$ cat src/rtl/lat_pkg.sv
`default_nettype none

package lat_pkg;

   // fixed field widths of the transaction ports
   localparam int ACTION_W = 3;
   localparam int SYMBOL_W = 8;
   localparam int STATUS_W = 2;
   localparam int SCORE_W  = 9;
   localparam int ROW_W    = 9;
   localparam int COL_W    = 11;
   localparam int COUNT_W  = 11;
   localparam int OP_W     = 2;

   // request actions
   typedef enum logic [ACTION_W-1:0] {
      ACT_CLEAR    = 3'd0,
      ACT_LOAD_Q   = 3'd1,
      ACT_LOAD_R   = 3'd2,
      ACT_RUN      = 3'd3,
      ACT_FETCH    = 3'd4
   } action_type;

   // response status codes
   typedef enum logic [STATUS_W-1:0] {
      STAT_OK       = 2'd0,
      STAT_OVERFLOW = 2'd1,
      STAT_NO_ALIGN = 2'd2,
      STAT_NO_MORE  = 2'd3
   } status_type;

   // traceback direction per grid cell
   typedef enum logic [OP_W-1:0] {
      DIR_DIAG = 2'd0,
      DIR_UP   = 2'd1,
      DIR_LEFT = 2'd2,
      DIR_STOP = 2'd3
   } dir_type;

endpackage

`default_nettype wire

$ cat src/rtl/lat_cell_unit.sv
`default_nettype none

module lat_cell_unit #(
   parameter int SW = 9
) (
   input  logic [SW-1:0]    up,
   input  logic [SW-1:0]    left,
   input  logic [SW-1:0]    diag,
   input  logic             match,
   output logic [SW-1:0]    score,
   output lat_pkg::dir_type dir
);
   import lat_pkg::*;

   logic [SW-1:0] diag_sum;
   logic [SW-1:0] up_gap;
   logic [SW-1:0] left_gap;
   logic [SW-1:0] best;

   // gap candidates saturate at zero, which the floor of the rule covers
   assign diag_sum = diag + SW'(match);
   assign up_gap   = (up != '0) ? up - SW'(1) : '0;
   assign left_gap = (left != '0) ? left - SW'(1) : '0;

   // maximum of the three candidates
   always_comb begin
      best = diag_sum;
      if (up_gap > best) best = up_gap;
      if (left_gap > best) best = left_gap;
   end

   assign score = best;

   // direction: stop on a zero score, else diagonal first, then insertion, then deletion
   always_comb begin
      priority if (best == '0) begin
         dir = DIR_STOP;
      end else if (best == diag_sum) begin
         dir = DIR_DIAG;
      end else if (best == up_gap) begin
         dir = DIR_UP;
      end else begin
         dir = DIR_LEFT;
      end
   end

endmodule

`default_nettype wire

$ cat config.mk
export PLATFORM = sky130hd
export DESIGN_NAME = lat_cell_unit
export DESIGN_NICKNAME = d
export VERILOG_FILES = /design/src/rtl/lat_pkg.sv /design/src/rtl/lat_cell_unit.sv
export SDC_FILE = /design/constraint.sdc
export NUM_CORES = 1
export LEC_CHECK = 0
export ABC_CLOCK_PERIOD_IN_PS = 4540
export BUFFER_PORTS_ARGS = -buffer_cell sky130_fd_sc_hd__buf_4
export CORE_AREA = 2 2 70 72
export DETAILED_ROUTE_END_ITERATION = 8
export DIE_AREA = 0 0 72 74
export PLACE_DENSITY_LB_ADDON = 0.25
export SETUP_SLACK_MARGIN = 0.15
export SLEW_MARGIN = 15
export SYNTH_ARGS = -nofsm -noshare
export SYNTH_HDL_FRONTEND = slang
export SYNTH_SLANG_ARGS = --single-unit
$ cat constraint.sdc
create_clock -name vclk -period 4.54
set_input_delay 0 -clock vclk [all_inputs]
set_output_delay 0 -clock vclk [all_outputs]
set_load 0.02 [all_outputs]
==> metrics.txt <==
Core Box Area=4600 sq um; cell count after synthesis=265; crit end category=output pin; post-synth top area share=16.5%; drt first-iter violations=294; layout cell share with drive strength beyond 1=57.5%; crit-path cells=buf_8, buf_6, or4_4, a21o_1, inv_2, ha_4, and3_4, and3_4, a221oi_4, buf_6, mux2i_4, inv_2, ha_4, a2111oi_4, o221ai_4, o22ai_4, nor3_4, o32ai_1, o21ai_1, or3_1, a41o_1, buf_6; cell row count=25; synth cell count leaders=nor2_1 (30), inv_1 (29), ha_1 (23); Finish-stage setup viols=2; crit path from=up[1]; setup ws final=-48.3 ps; CP max stage delay=520 ps; Fill cells=312; CP required=4540 ps; Layout Nets=453; vias in the first global route=2747; die area=5330 sq um; Slew Limit Fails=0; Total Negative Setup Slacks=-90.5 ps; Antenna Nets Post-Route=0; fmax=218 MHz; clock buf count=0; Hold Buf Count CTS=0; FFs & Latches=0; Synth cell types=56; vias after detailed routing=2789; final hold vios=0; run status=complete, but fails checks; HP Class=in -> out; Seq/Total Area, Yosys=0%; most frequent CP cell=buf_6; DIE WIDTH=72 microns; total grt overflow=0; Mean Syn Cell Area=6.60 sq um; TritonRoute pass-1 iters=5; critical path fanouts, max=7; largest net degree at the start of global routing=12; Die Ht=74 microns; Multi-input gate area=2250 sq um; CP arrival=4590 ps; Slew @ Worst Pin=704 ps; failing checks=negative setup slack; routed wire length=8500 microns; wire per inst=18.7 microns; drt drc=0; area of the mapped netlist=1750 sq um; initial antenna violation count=0; count leader, synth=nor2_1; Final HPWL DP=5910 microns; Vias/cell=6.14; Synthesized Nets=316; slowest library cell on the worst path=or4_4; placed cell areas=2750 sq um; global-route usage over all layers=30.9%; Setup CP Type=in -> out; Final Cell Area=3550 sq um; Tmin final=4590 ps; Max VDD drop=109 uV; max-cap viol count=0; Hold Path Stages=5; top post-synthesis cells by area=ha_1 (16%), nor2_1 (6.4%), inv_1 (6.2%); PwrDens=211 nW/um^2; hold path start=left[0]; Buffers on Ports=39; unrepaired setup endpoints after global routing=yes; relative slew slack=52.8%; synth warn=0; Area Overhead vs Synth=103%; register area=0 sq um; Final Cycle Share=101%; final RePlAce weighted congestion=0.956; initial core utilization=38.0%; io pins=39; Worst setup SP type=input port; Pleak=1.55 nW; first-pass GRT wire length=13000 microns; Yosys top cell by area=ha_1; n_diodes=0
stage by stage:
step | util (%) | hold WS, ps | instances | setup WS (ps) | total power, mW
2_1_floorplan | - | 377 | 265 | 155 | 0.289
3_3_place_gp | 59.8 | 569 | 433 | -442 | 0.539
3_5_place_dp | 59.8 | 582 | 433 | -433 | 0.541
4_1_cts | 73.7 | 581 | 452 | 104 | 0.681
5_1_grt | 77.3 | 662 | 454 | -265 | 0.792
6_report | 77.3 | 628 | 454 | -48.3 | 0.750
cell families after synthesis:
| kind of cell | after synthesis | share of synthesized area, % |
|---|---|---|
| and+or+nand+nor | 99 | 29.6 |
| xor gates and xnor gates | 17 | 8.52 |
| buffers and inverters | 35 | 7.66 |
| adders and majority gates | 23 | 16.5 |
| muxes | 6 | 3.51 |
| AOI/OAI and AO/OA | 85 | 34.2 |
power breakdown:
| part | total, mW | internal [mW] | switching, mW |
|---|---|---|---|
| logic | 0.750 | 0.369 | 0.380 |
| clock network | 0 | 0 | 0 |
| registers | 0 | 0 | 0 |
| total | 0.750 | 0.369 | 0.380 |
cell type report:
type               count  area share (%)
repair buffers       139            31.3
well taps             54            1.90
inverters             30            3.38
multi-input cells    231            63.4
path summary, 6_finish.rpt:
path | slack, ps | to
min | 630 | score[0]
max | -50 | dir[0]
cells in the final DEF, fill, tap and decap left out, types with 4 or more instances in the layout:
cell and n:
o21ai_2 4, buf_6 14, nand3_2 6, xor2_1 5, nand2_2 6, inv_2 5
nand3_1 6, nor2_1 26, o21ai_0 7, a21oi_1 13, o21ai_1 4, ha_1 5
nand2_1 14, ha_4 17, o31ai_1 5, buf_4 123, inv_1 23, xnor2_1 9
and3_1 4
worst max-delay path: cells and delay by family:
kind / cells / cell delay (ps)
buffers and inverters: 6 / 680
and+or+nand+nor: 5 / 1250
adders and majority gates: 2 / 390
muxes: 1 / 230
AOI/OAI and AO/OA: 8 / 2040
routing by layer:
metal  vias up  track usage [%]  wire length [microns]
li1       1287                -                      -
met4         0             12.8                    387
met3        36             1.76                    631
met2       170             60.8                   4420
met5         -                0                      0
met1      1296             34.5                   3060
timing repair:
item	in CTS	in global routing
hold endpoints to repair	0	0
pin swaps	50	23
buffers inserted	18	2
cloned	1	0
gates resized for setup	102	26
endpoints found under the setup margin	10	3
Power figures use the tool's default switching activity.
