**config.mk**
```make
export PLATFORM = sky130hd
export DESIGN_NAME = lat_trace_step
export DESIGN_NICKNAME = d
export VERILOG_FILES = /design/src/rtl/lat_pkg.sv /design/src/rtl/lat_trace_step.sv
export SDC_FILE = /design/constraint.sdc
export NUM_CORES = 1
export LEC_CHECK = 0
export BUFFER_PORTS_ARGS = -buffer_cell sky130_fd_sc_hd__buf_2
export CORE_MARGIN = 5
export CORE_UTILIZATION = 40
export DETAILED_ROUTE_END_ITERATION = 8
export PLACE_DENSITY_LB_ADDON = 0.2
export SYNTH_ARGS = -nofsm -noshare
export SYNTH_HDL_FRONTEND = slang
export SYNTH_SLANG_ARGS = --single-unit
```
**constraint.sdc**
```tcl
create_clock -name vclk -period 5
set_input_delay 0.75 -clock vclk [all_inputs]
set_output_delay 0.75 -clock vclk [all_outputs]
set_load 0.01 [all_outputs]
```
**src/rtl/lat_pkg.sv**
```systemverilog
`default_nettype none

package lat_pkg;

   // fixed field widths of the transaction ports
   localparam int ACTION_W = 3;
   localparam int SYMBOL_W = 8;
   localparam int STATUS_W = 2;
   localparam int SCORE_W  = 9;
   localparam int ROW_W    = 9;
   localparam int COL_W    = 11;
   localparam int COUNT_W  = 11;
   localparam int OP_W     = 2;

   // request actions
   typedef enum logic [ACTION_W-1:0] {
      ACT_CLEAR    = 3'd0,
      ACT_LOAD_Q   = 3'd1,
      ACT_LOAD_R   = 3'd2,
      ACT_RUN      = 3'd3,
      ACT_FETCH    = 3'd4
   } action_type;

   // response status codes
   typedef enum logic [STATUS_W-1:0] {
      STAT_OK       = 2'd0,
      STAT_OVERFLOW = 2'd1,
      STAT_NO_ALIGN = 2'd2,
      STAT_NO_MORE  = 2'd3
   } status_type;

   // traceback direction per grid cell
   typedef enum logic [OP_W-1:0] {
      DIR_DIAG = 2'd0,
      DIR_UP   = 2'd1,
      DIR_LEFT = 2'd2,
      DIR_STOP = 2'd3
   } dir_type;

endpackage

`default_nettype wire

```
**src/rtl/lat_trace_step.sv**
```systemverilog
`default_nettype none

module lat_trace_step #(
   parameter int QW     = 9,
   parameter int RW     = 11,
   parameter int GA     = 18,
   parameter int STRIDE = 1024
) (
   input  lat_pkg::dir_type dir,
   input  logic [QW-1:0]    row,
   input  logic [RW-1:0]    col,
   input  logic [GA-1:0]    addr,
   output logic [QW-1:0]    row_nxt,
   output logic [RW-1:0]    col_nxt,
   output logic [GA-1:0]    addr_nxt
);
   import lat_pkg::*;

   localparam logic [GA-1:0] UP_STEP   = GA'(STRIDE);
   localparam logic [GA-1:0] DIAG_STEP = GA'(STRIDE + 1);

   logic [GA-1:0] step;

   // walk back one cell in the grid; the row stride is the reference capacity
   always_comb begin
      row_nxt = row;
      col_nxt = col;
      step    = '0;
      unique case (dir)
         DIR_DIAG: begin
            row_nxt = row - QW'(1);
            col_nxt = col - RW'(1);
            step    = DIAG_STEP;
         end
         DIR_UP: begin
            row_nxt = row - QW'(1);
            step    = UP_STEP;
         end
         DIR_LEFT: begin
            col_nxt = col - RW'(1);
            step    = GA'(1);
         end
         default: begin
            step = '0;
         end
      endcase
      addr_nxt = addr - step;
   end

endmodule

`default_nettype wire

```
==> summary.txt, run 1 <==
Power
  – Power per cell area: 87.9 nW/um2
  – Cell leakage power: 0.613 nW
  – Worst VDD drop: 0.0460 mV
  – Pwr Total: 0.101 mW

Run status
  – Run status: completed

Critical path
  – Setup CP Type: in2out
  – Element type at the critical path end: output port
  – WP data arrival: 2.61 ns
  – Worst EP required: 4.25 ns
  – Critical Path Source Type: input port
  – Crit-path max FO: 6

Timing
  – RSZ-0062 raised after global routing: no
  – Min Tclk post-route: 3.36 ns
  – Fin. Hold Viols: 0
  – Fmax: 298 MHz
  – Worst-Margin Slew: 0.532 ns
  – Final WS setup: 1.64 ns
  – Final worst-path cycle share: 0.671
  – Setup violations, final: 0
  – Slew Viols, Final: 0
  – Setup TNS: 0 ns
  – Slew HR: 0.643

Routing
  – Vias/cell: 4.83
  – DRT Pass-1 Iters: 4
  – DR iter-0 viols: 8
  – Via count: 999
  – DR WL/cell: 11.2 um
  – Total routed wirelength: 2330 um
  – Final ANT Viol Nets: 0
  – DRC: 0

Synthesis
  – Synth warnings: 0
  – Synthesized netlist cell count: 106
  – Most common cell in the netlist: xnor2_1
  – Largest area contributor in the netlist: xnor2_1
  – Syn Nets: 151
  – Top cell type's share of synthesized area: 0.215
  – Syn avg cell area: 6.91 um2
  – Seq/Total Area, Yosys: 0
  – Synthesized area: 732 um2
  – Unique masters post-synth: 28
  – Area contributors post-synth: xnor2_1 (22%), xor2_1 (16%), ha_1 (8.5%)
  – Top post-synthesis cells by count: xnor2_1 (18), xor2_1 (13), inv_1 (11), nand2_1 (11), nor3_1 (11)

Die
  – Number of rows in the core area: 15
  – Initial Utilization: 0.424
  – Die Span Y: 52.8 um
  – Core outline area: 1730 um2
  – Die width: 52.8 um
  – I/O Pins: 78
  – Full die area: 2790 um2

GRT
  – Vias in the first global route: 881
  – Grt peak-use layer: met2
  – M2 GR Usage: 0.314
  – Grt ovf: 0
  – Met3 GRT Util: 0.0114
  – First-pass GRT wire length: 3480 um
  – Initial antenna violation count: 0
  – Met1 Use GR: 0.177
  – Largest net degree at the start of global routing: 8
  – Total track usage: 0.153

Clock tree
  – # hold bufs at CTS: 0
  – Post-CTS setup buffers: 0
  – Cts repair resizes: 0

Final layout
  – Layout Nets: 229
  – CLK BUF: 0
  – Fill count: 174
  – Final core utilization: 0.663
  – FFs & Latches: 0
  – Area grow syn2layout: 56.4%
  – Register area: 0 um2
  – Layout cells sized above 1: 0.451
  – N_diodes: 0

Placement
  – Post-detail-place hpwl: 2120 um
  – DP Worst Slack: 1.64 ns
  – Port-buffer cells: 78
  – GPL Wtd Cong: 0.721

Min path
  – Worst Hold Class: in2out

Job
  – Max cap viols: 0
==> critical path: stages <==
cell and delay [ns]:
buf_2 0.13, inv_1 0.07, ha_1 0.18, ha_1 0.18, or3b_2 0.51, or2_1 0.28
a31oi_1 0.22, xor2_1 0.15, buf_2 0.14
==> logic make-up after synthesis <==
| group | share of synthesized area |
|---|---|
| buffers and inverters | 0.0684 |
| adder cells (fa/ha/maj) | 0.0855 |
| XOR/XNOR | 0.371 |
| AND/OR/NAND/NOR | 0.335 |
| multiplexers | 0.0137 |
| AO/OA/AOI/OAI | 0.127 |
==> path summary, 6_finish.rpt <==
path,endpoint,slack (ns),startpoint,depth (start not counted)
worst max-delay path,addr_nxt[16],1.64,dir[0],9
worst min-delay path,row_nxt[8],1.77,row[8],3
==> stage by stage <==
stage          cells  hold slack, ns  cell area, um2
2_1_floorplan    106            1.58             732
3_3_place_gp     207            1.77            1140
3_5_place_dp     207            1.77            1140
4_1_cts          207            1.77            1140
5_1_grt          207            1.78            1140
6_report         207            1.77            1140
==> cells in the final DEF (no fill, tap or decap), drive strengths merged <==
cell type / count
o311ai: 1
mux2i: 1
nand3b: 2
inv: 11
ha: 5
and2b: 1
o21ai: 4
nand3: 3
a31oi: 1
nand2b: 1
or4: 2
or3b: 1
or4b: 2
a21oi: 1
xnor2: 18
nor3: 11
nor4: 3
buf: 78
xor2: 13
nand2: 11
nand4: 1
or2: 1
nor2: 7
o41ai: 3
==> per-layer routing <==
| layer | up-vias | share of wire |
|---|---|---|
| met1 | 426 | 0.39 |
| met5 | - | 0 |
| li1 | 522 | - |
| met4 | 0 | 0.0086 |
| met2 | 49 | 0.49 |
| met3 | 2 | 0.10 |
==> layout make-up <==
class / instances / area, um2 / area share
multi-input cells: 93 / 682 / 0.596
repair buffers: 78 / 390 / 0.341
well taps: 25 / 31.3 / 0.0273
inverters: 11 / 41.3 / 0.0361
==> power by group <==
group          switching, mW  internal, mW
Sequential                 0             0
Clock                      0             0
Combinational         0.0536        0.0471
(Power assumes the default switching activity.)
==> inputs of run 2 (changes only) <==
--- a/config.mk
+++ b/config.mk
@@ -7,7 +7,7 @@
 export LEC_CHECK = 0
 export BUFFER_PORTS_ARGS = -buffer_cell sky130_fd_sc_hd__buf_2
 export CORE_MARGIN = 5
-export CORE_UTILIZATION = 40
+export CORE_UTILIZATION = 33
 export DETAILED_ROUTE_END_ITERATION = 8
 export PLACE_DENSITY_LB_ADDON = 0.2
 export SYNTH_ARGS = -nofsm -noshare
==> constraint.sdc (replaced) <==
create_clock -name vclk -period 2.8
set_input_delay 0.42 -clock vclk [all_inputs]
set_output_delay 0.42 -clock vclk [all_outputs]
set_load 0.01 [all_outputs]
==> summary.txt, run 2 (synthesis gave the netlist of run 1 again) <==
Timing
  – Slew HR: 0.667 (was 0.643)
  – Fmax: 385 MHz
  – RSZ-0062 raised after global routing: no (unchanged)
  – Setup violations, final: 0 (unchanged)
  – Min Tclk post-route: 2.60 ns
  – Final worst-path cycle share: 0.928
  – Worst-Margin Slew: 0.495 ns (was 0.532 ns)
  – Setup TNS: 0 ns (unchanged)
  – Fin. Hold Viols: 0 (unchanged)
  – Slew Viols, Final: 0 (unchanged)
  – Final WS setup: 0.202 ns (was 1.64 ns)

Die
  – Number of rows in the core area: 17 (was 15)
  – Core outline area: 2170 um2 (was 1730 um2)
  – Initial Utilization: 0.337 (was 0.424)
  – Full die area: 3260 um2 (was 2790 um2)
  – Die width: 57.1 um (was 52.8 um)
  – Die Span Y: 57.1 um (was 52.8 um)
  – I/O Pins: 78 (unchanged)

Critical path
  – Crit path to: addr_nxt[16] (unchanged)
  – Crit-path slowest cell: or3b_4 (was or3b_2)
  – Setup CP Type: in2out (unchanged)
  – WP data arrival: 2.18 ns (was 2.61 ns)
  – Top cell family by delay on the critical path: simple AND/OR/NAND/NOR gates (unchanged)
  – Buffers & Inverters on Critical Path: 3 (unchanged)
  – Cell-by-cell trace of the critical path: buf_2 -> inv_1 -> ha_1 -> ha_1 -> or3b_4 -> or2_1 -> a31oi_1 -> xor2_1 -> buf_2 (was buf_2 -> inv_1 -> ha_1 -> ha_1 -> or3b_2 -> or2_1 -> a31oi_1 -> xor2_1 -> buf_2)
  – Critical Path Source Type: input port (unchanged)
  – Instance count on the critical path: 9 (unchanged)
  – Worst setup path startpoint: dir[0] (unchanged)
  – Element type at the critical path end: output port (unchanged)
  – Worst EP required: 2.38 ns (was 4.25 ns)
  – Crit-path max FO: 6 (unchanged)
  – Max incr delay on CP: 0.43 ns (was 0.51 ns)

Final layout
  – N_diodes: 0 (unchanged)
  – Most frequent cells in the layout: buf_2 (78), xnor2_1 (18), xor2_1 (13) (unchanged)
  – Final core utilization: 0.539 (was 0.663)
  – CLK BUF: 0 (unchanged)
  – Register area: 0 um2 (unchanged)
  – Area grow syn2layout: 59.8% (was 56.4%)
  – FFs & Latches: 0 (unchanged)
  – Fin area: 1170 um2 (was 1140 um2)
  – Layout cells sized above 1: 0.454 (was 0.451)
  – Commonest non-fill, non-tap cell in the layout: buf_2 (unchanged)
  – Layout Nets: 230 (was 229)

Routing
  – Vias/cell: 4.75 (was 4.83)
  – DRC: 0 (unchanged)
  – Final ANT Viol Nets: 0 (unchanged)
  – DRT Pass-1 Iters: 4 (unchanged)
  – DR WL/cell: 10.5 um (was 11.2 um)
  – DR iter-0 viols: 20 (was 8)
  – Total routed wirelength: 2220 um (was 2330 um)
  – Via count: 1003 (was 999)

GRT
  – Vias in the first global route: 919 (was 881)
  – Grt ovf: 0 (unchanged)
  – First-pass GRT wire length: 3640 um (was 3480 um)
  – Total track usage: 0.124 (was 0.153)
  – Largest net degree at the start of global routing: 8 (unchanged)
  – Initial antenna violation count: 0 (unchanged)

Power
  – Clock Power Share: 0 (about the same)
  – Internal power: 0.0859 mW (was 0.0471 mW)
  – Cell leakage power: 0.626 nW (was 0.613 nW)
  – Power per cell area: 155 nW/um2 (was 87.9 nW/um2)
  – Comb pwr share: 1.000 (about the same)
  – Seq pwr share: 0 (about the same)
  – Psw: 0.0956 mW (was 0.0536 mW)
  – Worst VDD drop: 0.0777 mV (was 0.0460 mV)
  – Sw Share: 0.527 (was 0.532)

Placement
  – Post-DP Area: 1160 um2 (was 1140 um2)
  – Post-detail-place hpwl: 2020 um (was 2120 um)
  – GPL Wtd Cong: 0.837 (was 0.721)
  – DP Worst Slack: 0.0832 ns (was 1.64 ns)
  – Port-buffer cells: 78 (unchanged)

Min path
  – Hold Crit Depth: 3 (unchanged)
  – Worst Hold Class: in2out (unchanged)

Job
  – Max cap viols: 0 (unchanged)

Run status
  – Run status: completed (unchanged)
-- run 2: layout make-up --
class / instances / area (um2)
Fill cell: 247 / 1000
Multi-Input combinational cell: 93 / 696
Timing Repair Buffer: 79 / 398
Inverter: 11 / 41.3
Tap cell: 28 / 35.0
-- run 2: worst min-delay path by stage --
stage	start	endpoint	slack, ns
floorplan	col[0]	col_nxt[0]	0.92
CTS	addr[17]	addr_nxt[17]	1.11
global placement	row[8]	row_nxt[8]	1.11
finish	addr[17]	addr_nxt[17]	1.11
detailed placement	addr[17]	addr_nxt[17]	1.11
global route	col[10]	col_nxt[10]	1.13
-- run 2: what timing repair did --
item,4_1_cts,5_1_grt
hold buffers,0,0
setup endpoints to repair,0,1
resized for setup,0,2
endpoints found under the hold margin,0,0
buffers inserted,0,0
-- run 2: through the flow --
stage | cells | power, mW | hold slack (ns)
after floorplan | 106 | 0.0882 | 0.916
after global placement | 211 | 0.178 | 1.11
after detailed placement | 211 | 0.181 | 1.11
after CTS | 211 | 0.181 | 1.11
after global routing | 211 | 0.203 | 1.13
final | 211 | 0.182 | 1.11
-- run 2: power groups by stage --
stage               Sequential [mW]  Clock, mW  Combinational [mW]
detailed placement                0          0               0.181
global route                      0          0               0.203
CTS                               0          0               0.181
floorplan                         0          0              0.0882
global placement                  0          0               0.178
finish                            0          0               0.181
-- run 2: routing by layer --
layer	global-route usage	part of all wire
met3	0.0294	0.12
met5	0	0
met4	0	0
met2	0.235	0.48
met1	0.151	0.40
